===== config.mk =====
export PLATFORM = sky130hd
export DESIGN_NAME = lru_key_value_cache
export DESIGN_NICKNAME = d
export VERILOG_FILES = /design/src/rtl/lrukv_pkg.sv /design/src/rtl/lru_key_value_cache.sv
export SDC_FILE = /design/constraint.sdc
export NUM_CORES = 1
export LEC_CHECK = 0
export ABC_CLOCK_PERIOD_IN_PS = 4000
export BUFFER_PORTS_ARGS = -buffer_cell sky130_fd_sc_hd__clkbuf_2
export CORE_MARGIN = 1
export CORE_UTILIZATION = 35
export CTS_CLUSTER_SIZE = 40
export DETAILED_ROUTE_END_ITERATION = 6
export GPL_TIMING_DRIVEN = 0
export PLACE_DENSITY = 0.63
export RECOVER_POWER = 100
export SLEW_MARGIN = 20
export SYNTH_ARGS = -nofsm -noshare
export SYNTH_HDL_FRONTEND = slang
export SYNTH_SLANG_ARGS = --single-unit

===== constraint.sdc =====
create_clock -name clk -period 4 [get_ports clk]
set_input_delay 1 -clock clk [delete_from_list [all_inputs] [get_ports clk]]
set_output_delay 1 -clock clk [all_outputs]
set_load 0.03 [all_outputs]

===== src/rtl/lrukv_pkg.sv =====
// Shared constants and types for the LRU key-value cache.
// Self-contained; used by lru_key_value_cache.
`default_nettype none
package lrukv_pkg;

  localparam int KEY_W = 16;
  localparam int VAL_W = 32;
  localparam int CAP_W = 5;
  localparam int DEFAULT_MAX_ENTRIES = 16;

  // Configuration port: one 32-bit register at byte address 0.
  localparam int ADDR_W = 3;
  localparam int DATA_W = 32;
  localparam logic REG_CAPACITY = 1'b0;
  localparam logic [CAP_W-1:0] CAP_RESET = 5'd16;

  localparam logic OP_GET = 1'b0;
  localparam logic OP_PUT = 1'b1;

  localparam logic signed [VAL_W-1:0] MISS_VALUE = -32'sd1;

  typedef struct packed {
    logic [KEY_W-1:0]        key;
    logic signed [VAL_W-1:0] value;
  } entry_t;

endpackage
`default_nettype wire


===== src/rtl/lru_key_value_cache.sv =====
// Fully associative key-value cache with least-recently-used replacement.
// Depends on lrukv_pkg for widths, codes and the entry record type.
`default_nettype none
// Each word is a get or a put on a 16-bit key. The block takes one word at a time:
// it scans all MAX_ENTRIES slots through a single read port of the key/value and
// age memories, one slot per cycle, then decides, then (except for a get miss)
// makes a second pass over the slots to update ages and write the entry. A new
// word may be accepted while the previous result still waits in the output
// register; the finish step of that word then waits until the previous result
// is taken. Valid bits are cleared at reset, so no clearing pass is needed.
// The capacity register (byte address 0, reset 16) limits how many entries are
// held before a put of a new key evicts the least recent one; 0 acts as 1 and
// values above MAX_ENTRIES act as MAX_ENTRIES.
module lru_key_value_cache #(
  parameter int MAX_ENTRIES = lrukv_pkg::DEFAULT_MAX_ENTRIES
) (
  input  wire                               clk,
  input  wire                               rst,
  // Configuration port
  input  wire                               psel,
  input  wire                               penable,
  input  wire                               pwrite,
  input  wire [lrukv_pkg::ADDR_W-1:0]       paddr,
  input  wire [lrukv_pkg::DATA_W-1:0]       pwdata,
  output logic [lrukv_pkg::DATA_W-1:0]      prdata,
  output logic                              pready,
  // Request channel
  input  wire                               in_valid,
  output logic                              in_ready,
  input  wire                               op,
  input  wire [lrukv_pkg::KEY_W-1:0]        lookup_key,
  input  wire signed [lrukv_pkg::VAL_W-1:0] write_value,
  // Response channel
  output logic                              out_valid,
  input  wire                               out_ready,
  output logic                              hit,
  output logic signed [lrukv_pkg::VAL_W-1:0] read_value,
  output logic                              evicted
);

  localparam int IDX_W = (MAX_ENTRIES > 1) ? $clog2(MAX_ENTRIES) : 1;
  localparam int CNT_W = $clog2(MAX_ENTRIES + 1);
  localparam int AGE_W = IDX_W;
  localparam int CMP_W = (CNT_W > lrukv_pkg::CAP_W) ? CNT_W : lrukv_pkg::CAP_W;
  localparam logic [IDX_W-1:0] LAST_IDX = IDX_W'(MAX_ENTRIES - 1);
  localparam logic [CNT_W-1:0] CNT_END = CNT_W'(MAX_ENTRIES);

  typedef enum logic [2:0] {
    ST_IDLE,
    ST_SCAN,
    ST_DECIDE,
    ST_UPDATE,
    ST_FINISH
  } state_t;

  state_t state;

  // Configuration register
  logic [lrukv_pkg::CAP_W-1:0] capacity;

  assign pready = 1'b1;
  assign prdata = (paddr[lrukv_pkg::ADDR_W-1] == lrukv_pkg::REG_CAPACITY) ?
                  lrukv_pkg::DATA_W'(capacity) : '0;

  always_ff @(posedge clk) begin
    if (rst) begin
      capacity <= lrukv_pkg::CAP_RESET;
    end else if (psel && penable && pwrite && pready &&
                 paddr[lrukv_pkg::ADDR_W-1] == lrukv_pkg::REG_CAPACITY) begin
      capacity <= pwdata[lrukv_pkg::CAP_W-1:0];
    end
  end

  // Entry storage
  lrukv_pkg::entry_t kv_mem [MAX_ENTRIES];
  logic [AGE_W-1:0]  age_mem [MAX_ENTRIES];
  logic [MAX_ENTRIES-1:0] valid;

  lrukv_pkg::entry_t kv_rd;
  logic [AGE_W-1:0]  age_rd;
  logic [IDX_W-1:0]  rd_addr;
  logic              kv_we;
  logic              age_we;
  lrukv_pkg::entry_t kv_wdata;
  logic [AGE_W-1:0]  age_wdata;

  // Pass control
  logic [CNT_W-1:0] cnt;
  logic             rd_pend;
  logic [IDX_W-1:0] rd_idx;

  // Latched request
  logic                               op_q;
  logic [lrukv_pkg::KEY_W-1:0]        key_q;
  logic signed [lrukv_pkg::VAL_W-1:0] val_q;

  // Scan results
  logic [CNT_W-1:0]                   count;
  logic                               found_ok;
  logic [IDX_W-1:0]                   found_idx;
  logic [AGE_W-1:0]                   found_age;
  logic signed [lrukv_pkg::VAL_W-1:0] found_value;
  logic                               victim_ok;
  logic [IDX_W-1:0]                   victim_idx;
  logic [AGE_W-1:0]                   victim_age;
  logic                               free_ok;
  logic [IDX_W-1:0]                   free_idx;

  // Update plan and pending result
  logic [IDX_W-1:0]                   target;
  logic [AGE_W-1:0]                   thresh;
  logic                               mode_all;
  logic                               res_hit;
  logic signed [lrukv_pkg::VAL_W-1:0] res_val;
  logic                               res_ev;

  logic [CMP_W-1:0] cap_eff;
  logic             full;
  logic             scanning;
  logic             is_target;
  logic             upd_slot;
  logic             pass_done;

  assign in_ready = (state == ST_IDLE);
  assign rd_addr  = cnt[IDX_W-1:0];
  assign scanning = (state == ST_SCAN) || (state == ST_UPDATE);
  assign pass_done = rd_pend && (rd_idx == LAST_IDX);

  always_comb begin
    if (capacity == '0) begin
      cap_eff = CMP_W'(1);
    end else if (CMP_W'(capacity) > CMP_W'(MAX_ENTRIES)) begin
      cap_eff = CMP_W'(MAX_ENTRIES);
    end else begin
      cap_eff = CMP_W'(capacity);
    end
    full = CMP_W'(count) >= cap_eff;
  end

  // Second pass: the target slot gets the new record with age zero; other valid
  // slots age by one when they were younger than the target, or always on insert.
  always_comb begin
    is_target      = (rd_idx == target);
    upd_slot       = (state == ST_UPDATE) && rd_pend;
    kv_we          = upd_slot && is_target;
    age_we         = upd_slot && (is_target ||
                     (valid[rd_idx] && (mode_all || age_rd < thresh)));
    kv_wdata.key   = key_q;
    kv_wdata.value = (op_q == lrukv_pkg::OP_PUT) ? val_q : kv_rd.value;
    age_wdata      = is_target ? '0 : age_rd + AGE_W'(1);
  end

  always_ff @(posedge clk) begin
    if (kv_we) begin
      kv_mem[rd_idx] <= kv_wdata;
    end
    if (age_we) begin
      age_mem[rd_idx] <= age_wdata;
    end
    kv_rd  <= kv_mem[rd_addr];
    age_rd <= age_mem[rd_addr];
  end

  always_ff @(posedge clk) begin
    if (rst) begin
      state     <= ST_IDLE;
      valid     <= '0;
      cnt       <= '0;
      rd_pend   <= 1'b0;
      out_valid <= 1'b0;
    end else begin
      if (out_valid && out_ready && state != ST_FINISH) begin
        out_valid <= 1'b0;
      end

      rd_pend <= scanning && (cnt != CNT_END);
      rd_idx  <= rd_addr;
      if (scanning && cnt != CNT_END) begin
        cnt <= cnt + CNT_W'(1);
      end

      case (state)
        ST_IDLE: begin
          if (in_valid) begin
            op_q      <= op;
            key_q     <= lookup_key;
            val_q     <= write_value;
            count     <= '0;
            found_ok  <= 1'b0;
            victim_ok <= 1'b0;
            free_ok   <= 1'b0;
            cnt       <= '0;
            state     <= ST_SCAN;
          end
        end
        ST_SCAN: begin
          if (rd_pend) begin
            if (valid[rd_idx]) begin
              count <= count + CNT_W'(1);
              if (kv_rd.key == key_q) begin
                found_ok    <= 1'b1;
                found_idx   <= rd_idx;
                found_age   <= age_rd;
                found_value <= kv_rd.value;
              end
              if (!victim_ok || age_rd > victim_age) begin
                victim_ok  <= 1'b1;
                victim_idx <= rd_idx;
                victim_age <= age_rd;
              end
            end else if (!free_ok) begin
              free_ok  <= 1'b1;
              free_idx <= rd_idx;
            end
          end
          if (pass_done) begin
            state <= ST_DECIDE;
          end
        end
        ST_DECIDE: begin
          cnt <= '0;
          if (found_ok) begin
            res_hit  <= 1'b1;
            res_val  <= (op_q == lrukv_pkg::OP_PUT) ? '0 : found_value;
            res_ev   <= 1'b0;
            target   <= found_idx;
            thresh   <= found_age;
            mode_all <= 1'b0;
            state    <= ST_UPDATE;
          end else if (op_q == lrukv_pkg::OP_GET) begin
            res_hit <= 1'b0;
            res_val <= lrukv_pkg::MISS_VALUE;
            res_ev  <= 1'b0;
            state   <= ST_FINISH;
          end else begin
            res_hit  <= 1'b0;
            res_val  <= '0;
            mode_all <= 1'b1;
            state    <= ST_UPDATE;
            if (full && victim_ok) begin
              // The freed victim slot competes with the first empty slot.
              res_ev <= 1'b1;
              if (free_ok && free_idx < victim_idx) begin
                target <= free_idx;
                valid  <= (valid & ~(MAX_ENTRIES'(1) << victim_idx)) |
                          (MAX_ENTRIES'(1) << free_idx);
              end else begin
                target <= victim_idx;
              end
            end else begin
              res_ev          <= 1'b0;
              target          <= free_idx;
              valid[free_idx] <= 1'b1;
            end
          end
        end
        ST_UPDATE: begin
          if (pass_done) begin
            state <= ST_FINISH;
          end
        end
        ST_FINISH: begin
          if (!out_valid || out_ready) begin
            out_valid  <= 1'b1;
            hit        <= res_hit;
            read_value <= res_val;
            evicted    <= res_ev;
            state      <= ST_IDLE;
          end
        end
        default: begin
          state <= ST_IDLE;
        end
      endcase
    end
  end

`ifndef SYNTH
  a_result_from_finish: assert property (@(posedge clk) disable iff (rst)
    $rose(out_valid) |-> $past(state == ST_FINISH))
    else $error("result appeared outside the finish step");

  a_accept_starts_scan: assert property (@(posedge clk) disable iff (rst)
    (in_valid && in_ready) |=> (state == ST_SCAN && cnt == '0))
    else $error("accepted word did not start a scan from slot zero");

  a_target_valid: assert property (@(posedge clk) disable iff (rst)
    (state == ST_UPDATE && rd_pend && rd_idx == target) |-> valid[target])
    else $error("update pass writes a slot that is not valid");

  a_evict_not_hit: assert property (@(posedge clk) disable iff (rst)
    (out_valid && evicted) |-> !hit)
    else $error("eviction reported together with a hit");
`endif

endmodule
`default_nettype wire

# Yosys cells after proc, flatten, opt, wreduce, memory -nomap -nowiden
# Memory sizes are Yosys's and may differ from the RTL's. A register that Yosys moved wholly into a read port is not among the register bits.
# Index checks and enable logic that the tools add are counted.
# totals
register_bits	221
mem_bits_rw	832
inputBits	91
n_memories	2
# memory_table
memory	depth	word_bits	read_ports	rd_clocked_by_memory_dff	wr	line_no	rtl
kv_mem	16	48	1	1	1	lru_key_value_cache.sv:75	lrukv_pkg::entry_t kv_mem [MAX_ENTRIES];
age_mem	16	4	1	1	1	lru_key_value_cache.sv:76	logic [AGE_W-1:0] age_mem [MAX_ENTRIES];
# op_classes
add_sub_neg	3
order_cmp	8
n_eq_ne	19
shifts	2
n_mux	54
n_bitwise	10
n_reduce_logical	40
# ops
operator	count
$mux 32	4
$mux 5	8
$mux 16	2
$or 16x16->16	2
$shl 1x4->16 const A	2
$reduce_and 5->1	5
$mux 1	21
$mux 4	5
$pmux 5 s2	2
$mux 3	6
$and 16x16->16	1
$eq 16x16->1	1
$not 16->16	1
$pmux 3 s5	1
$logic_and 1x1->1	14
$ne 2x2->1 const B	6
$reduce_and 3->1	4
$reduce_and 6->1	2
$add 5x1->5 const B	2
$lt 4x5->1 const B	2
$lt 4x4->1	2
$ne 2x1->1 const B	4
$reduce_and 4->1	2
$eq 3x2->1 const B	2
other kinds (22)	35

# Logic depth before layout (Yosys ltp)
# depth
word_depth	8
mapped_depth	10

# Least setup slack after synthesis
# No wires, ideal clock.
# synth_path
path_kind	input-to-reg
from	in rst
to	reg evicted (enable)
setup_time_ns	0.468
t_arrival_ns	3.580
path_slack_ns	-0.048
cell_stages	2
n_path_buf	1
cell_sequence	clkbuf_1 nor3_1
# synth_via
elab_chain_cells	2
# synth_rtl
element	line_no	rtl
start: declaration	lru_key_value_cache.sv:18	input wire rst,
$not 1->1 (no line)	n/a	
$reduce_and 3->1 (no line)	n/a	
end signal: assignment	lru_key_value_cache.sv:267	evicted <= res_ev;
end: declaration	lru_key_value_cache.sv:38	output logic evicted
# No other way between the ends.
# A chain may end at the register's enable or synchronous reset.

# Worst setup path after layout
# layout_path
from	reg rd_idx[0]
to	mem kv_mem[3][24] (netlist bit) (enable)
# layout_via
elab_chain_cells	4
# layout_rtl
element	line_no	rtl
start: declaration	lru_key_value_cache.sv:90	logic [IDX_W-1:0] rd_idx;
start signal: assignment	lru_key_value_cache.sv:177	rd_idx <= rd_addr;
$eq 4x4->1	lru_key_value_cache.sv:143	is_target = (rd_idx == target);
$logic_and 1x1->1	lru_key_value_cache.sv:145	kv_we = upd_slot && is_target;
$mux 1	lru_key_value_cache.sv:154	if (kv_we) begin
$mux 1 (not written as such)	lru_key_value_cache.sv:155	kv_mem[rd_idx] <= kv_wdata;
end: declaration	lru_key_value_cache.sv:75	
# Parallel ways exist; a longest one is shown, timed or not.

==> results.cfg <==
[sta]
least_setup_slack_across_all_paths_after_layout_ps = 327
tightest_slew_ps = 1720
finalSetupViolCount = 0
max_clock_freq_ghz = 0.272
fin_worst_skew_ps = 41.6
setup_tns_ps = 0
final_max_slew_viol_count = 33
hold_violations = 0
rsz_0062_raised_after_global_routing = false
min_period_over_period_pct = 91.8
timing.slew.headroom_pct = -15.3
fin_crit_ps = 3670

[setup_path]
cp.required_ps = 4340
reg2regPathDepth = 8
cp_data_arrival_time_ps = 4010
crit_slowest_cell = or3_1
timing.critical_path.buf_inv = 4
critical-path-max-stage-delay_ps = 600
critical_path_cell_count = 8
end_kind = register
worst-setup-path-type = reg2reg
crit_path_max_fanout = 16
startpoint_type = register
timing.critical_path.max_delay_family = simple AND/OR/NAND/NOR gates
critical_path.cell_chain = buf_2 -> clkbuf_1 -> xnor2_1 -> nand4_1 -> or3_1 -> nor2_4 -> buf_16 -> clkbuf_4

[final_layout]
final.fill_count = 10200
layout-drive-gt1-share_pct = 25.8
antenna_cells = 0
utilization_pct = 41.3
area.growth.synth_to_final_pct = 16.8
final_net_count = 2338

[place]
placement.setup.worst_slack_ps = 434
io_buffer_count = 102
gpl.final_weighted_congestion = 0.817
detailed_place_hpwl_mm = 63.7

[synthesis]
synthMostInstantiatedCell = edfxtp_1
syn_area_per_cell_um2 = 21.6
synth_top_flop_cell = edfxtp_1
syn_inst = 1934
synth_top_area_share_pct = 73.4
synth_commonest_cells = edfxtp_1 (1,022), mux4_2 (264), dfxtp_1 (83)
synth.yosys.warnings = 0
asyncSetResetFlopFracSynth_pct = 0
synth.yosys.seq_area_share_pct = 77.4
syn_area_um2 = 41800
synthDistinctLibCells = 49
ys_ff_latch = 1105
synth_top_cell_by_area = edfxtp_1
post_synth_main_area_contributors = edfxtp_1 (73%), mux4_2 (14%), dfxtp_1 (4.0%)
number_of_synthesized_flops_with_an_enable_pin = 1022

[drt]
detailedRoute.firstPassIterationCount = 5
initialDrtViolationCount = 1801
vias = 19900
average_wire_per_cell_in_the_routed_design_um = 24.8
ant_nets = 0
routed_via_density = 5.15
wirelength_mm = 95.9
detail_route.drc_violations = 0

[pwr]
power_frac_clock_pct = 39.3
power.static_leakage_nw = 15.3
ir_drop_mv = 0.385
total_power_w = 0.0258
cellInternalPower_w = 0.0200
power.net_switching_w = 0.00586
power.combinational.fraction_pct = 9.0
power.density_cell_area_nw_per_um2 = 530
power.share.switching_pct = 22.7
share_seq_of_total_power_pct = 51.7

[die]
fp-row-count = 126
effective_utilization_at_floorplan_pct = 35.3
die-width_um = 348
core-area_um2 = 118000
floorplan.io_pins = 160
floorplan.die_area_um2 = 121000
die-height_um = 348

[hold_path]
timing.hold.worst_path_depth = 0
min_path_type = reg2reg

[global_route]
number_of_global_route_vias_before_repair = 20900
pin_count_of_the_biggest_net_entering_global_routing = 28
antenna_found_initial = 1
grtUsageTotal_pct = 15.9
grt_pass1_wl_mm = 140
globalRouteOverflowTotal = 0

[clock_tree]
cts_hold_buffers = 0
insertion_delay_ps = 690
clock_transition_at_the_register_clock_pins_on_the_worst_setup_and_hold_paths_after_cts_ps = 60
cts_made_buffers = 110
htreeDepth = 3
cts_root_buffer = clkbuf_16
cts_tree = built
cts_resized = 0
cts_num_sinks = 1105
cts.path.max_buffers = 3
cts_setup_buffers = 0

[outcome]
violations_in_the_final_reports = max-capacitance violations, max-slew violations
status = complete, but fails checks

[flow_run]
max_cap_violations = 2
## flip-flops by register name, summed over array words and instances, names as in the netlist, 5 cells and up
| register | flops |
|---|---|
| found_value | 32 |
| valid | 16 |
| kv_mem | 768 |
| val_q | 32 |
| age_mem | 64 |
| read_value | 32 |
| capacity | 5 |
| kv_rd | 48 |
| key_q | 16 |
| res_val | 32 |
| cnt | 5 |
| count | 5 |
## layout make-up
class	count	area, um2	area share, %
flip-flops and latches	1105	32400	66.3
clock buffers	157	3120	6.40
plain buffers	120	694	1.42
repair buffers	156	1300	2.66
clock inverters	50	500	1.03
well taps	1536	1920	3.94
multi-input cells	680	8690	17.8
inverters	55	206	0.423
## power groups by stage
stage / registers [W] / logic (W) / clock network [W]
floorplan: 0.0135 / 0.00169 / 0
global placement: 0.0136 / 0.00230 / 0
global route: 0.0134 / 0.00253 / 0.0108
CTS: 0.0134 / 0.00242 / 0.0103
detailed placement: 0.0136 / 0.00241 / 0
finish: 0.0134 / 0.00232 / 0.0102
## placed cells by master (no fill, tap or decap), drive strengths merged, types with 10 or more instances in the layout
cell type,Yosys,routed
dfxtp,83,83
mux2,32,32
conb,2,28
inv,55,59
clkinv,0,37
xor2,22,22
nor4,19,19
o21ai,11,11
nand2,45,45
edfxtp,1022,1022
a21oi,57,57
nor2b,17,17
nand2b,10,10
buf,75,102
clkbuf,45,331
mux4,264,264
ha,19,19
nor2,48,48
## metrics by stage
stage	cells	hold WS, ps	instance area (um2)
3_3_place_gp	3598	402	44300
2_1_floorplan	1960	400	41900
6_report	3859	418	48800
3_5_place_dp	3652	405	45700
5_1_grt	3859	422	48800
4_1_cts	3859	419	49300
## path summary, 6_finish.rpt
check | startpoint | endpoint | slack (ps)
max | rd_idx[0] | kv_mem[3][24] | 330
min reg2reg | res_val[10] | read_value[10] | 420
min | res_val[10] | read_value[10] | 420
max reg2reg | rd_idx[0] | kv_mem[3][24] | 330
## metal layers
metal	wire length [um]	global-route usage [%]	share of wire, %
met2	47400	26.7	49
met3	5790	2.68	6.0
met5	0	0	0
met4	2340	4.64	2.4
met1	40300	21.3	42
## cells by family after synthesis
family	after synthesis	share of synthesized area, %
compound gates	117	1.77
xor+xnor	29	0.608
fa+ha+maj	19	0.569
buf+inv	175	2.16
flops	1105	77.4
mux	304	15.3
other cells	2	0.0180
simple gates	183	2.18
No activity file was read; power rests on OpenSTA's default activity.
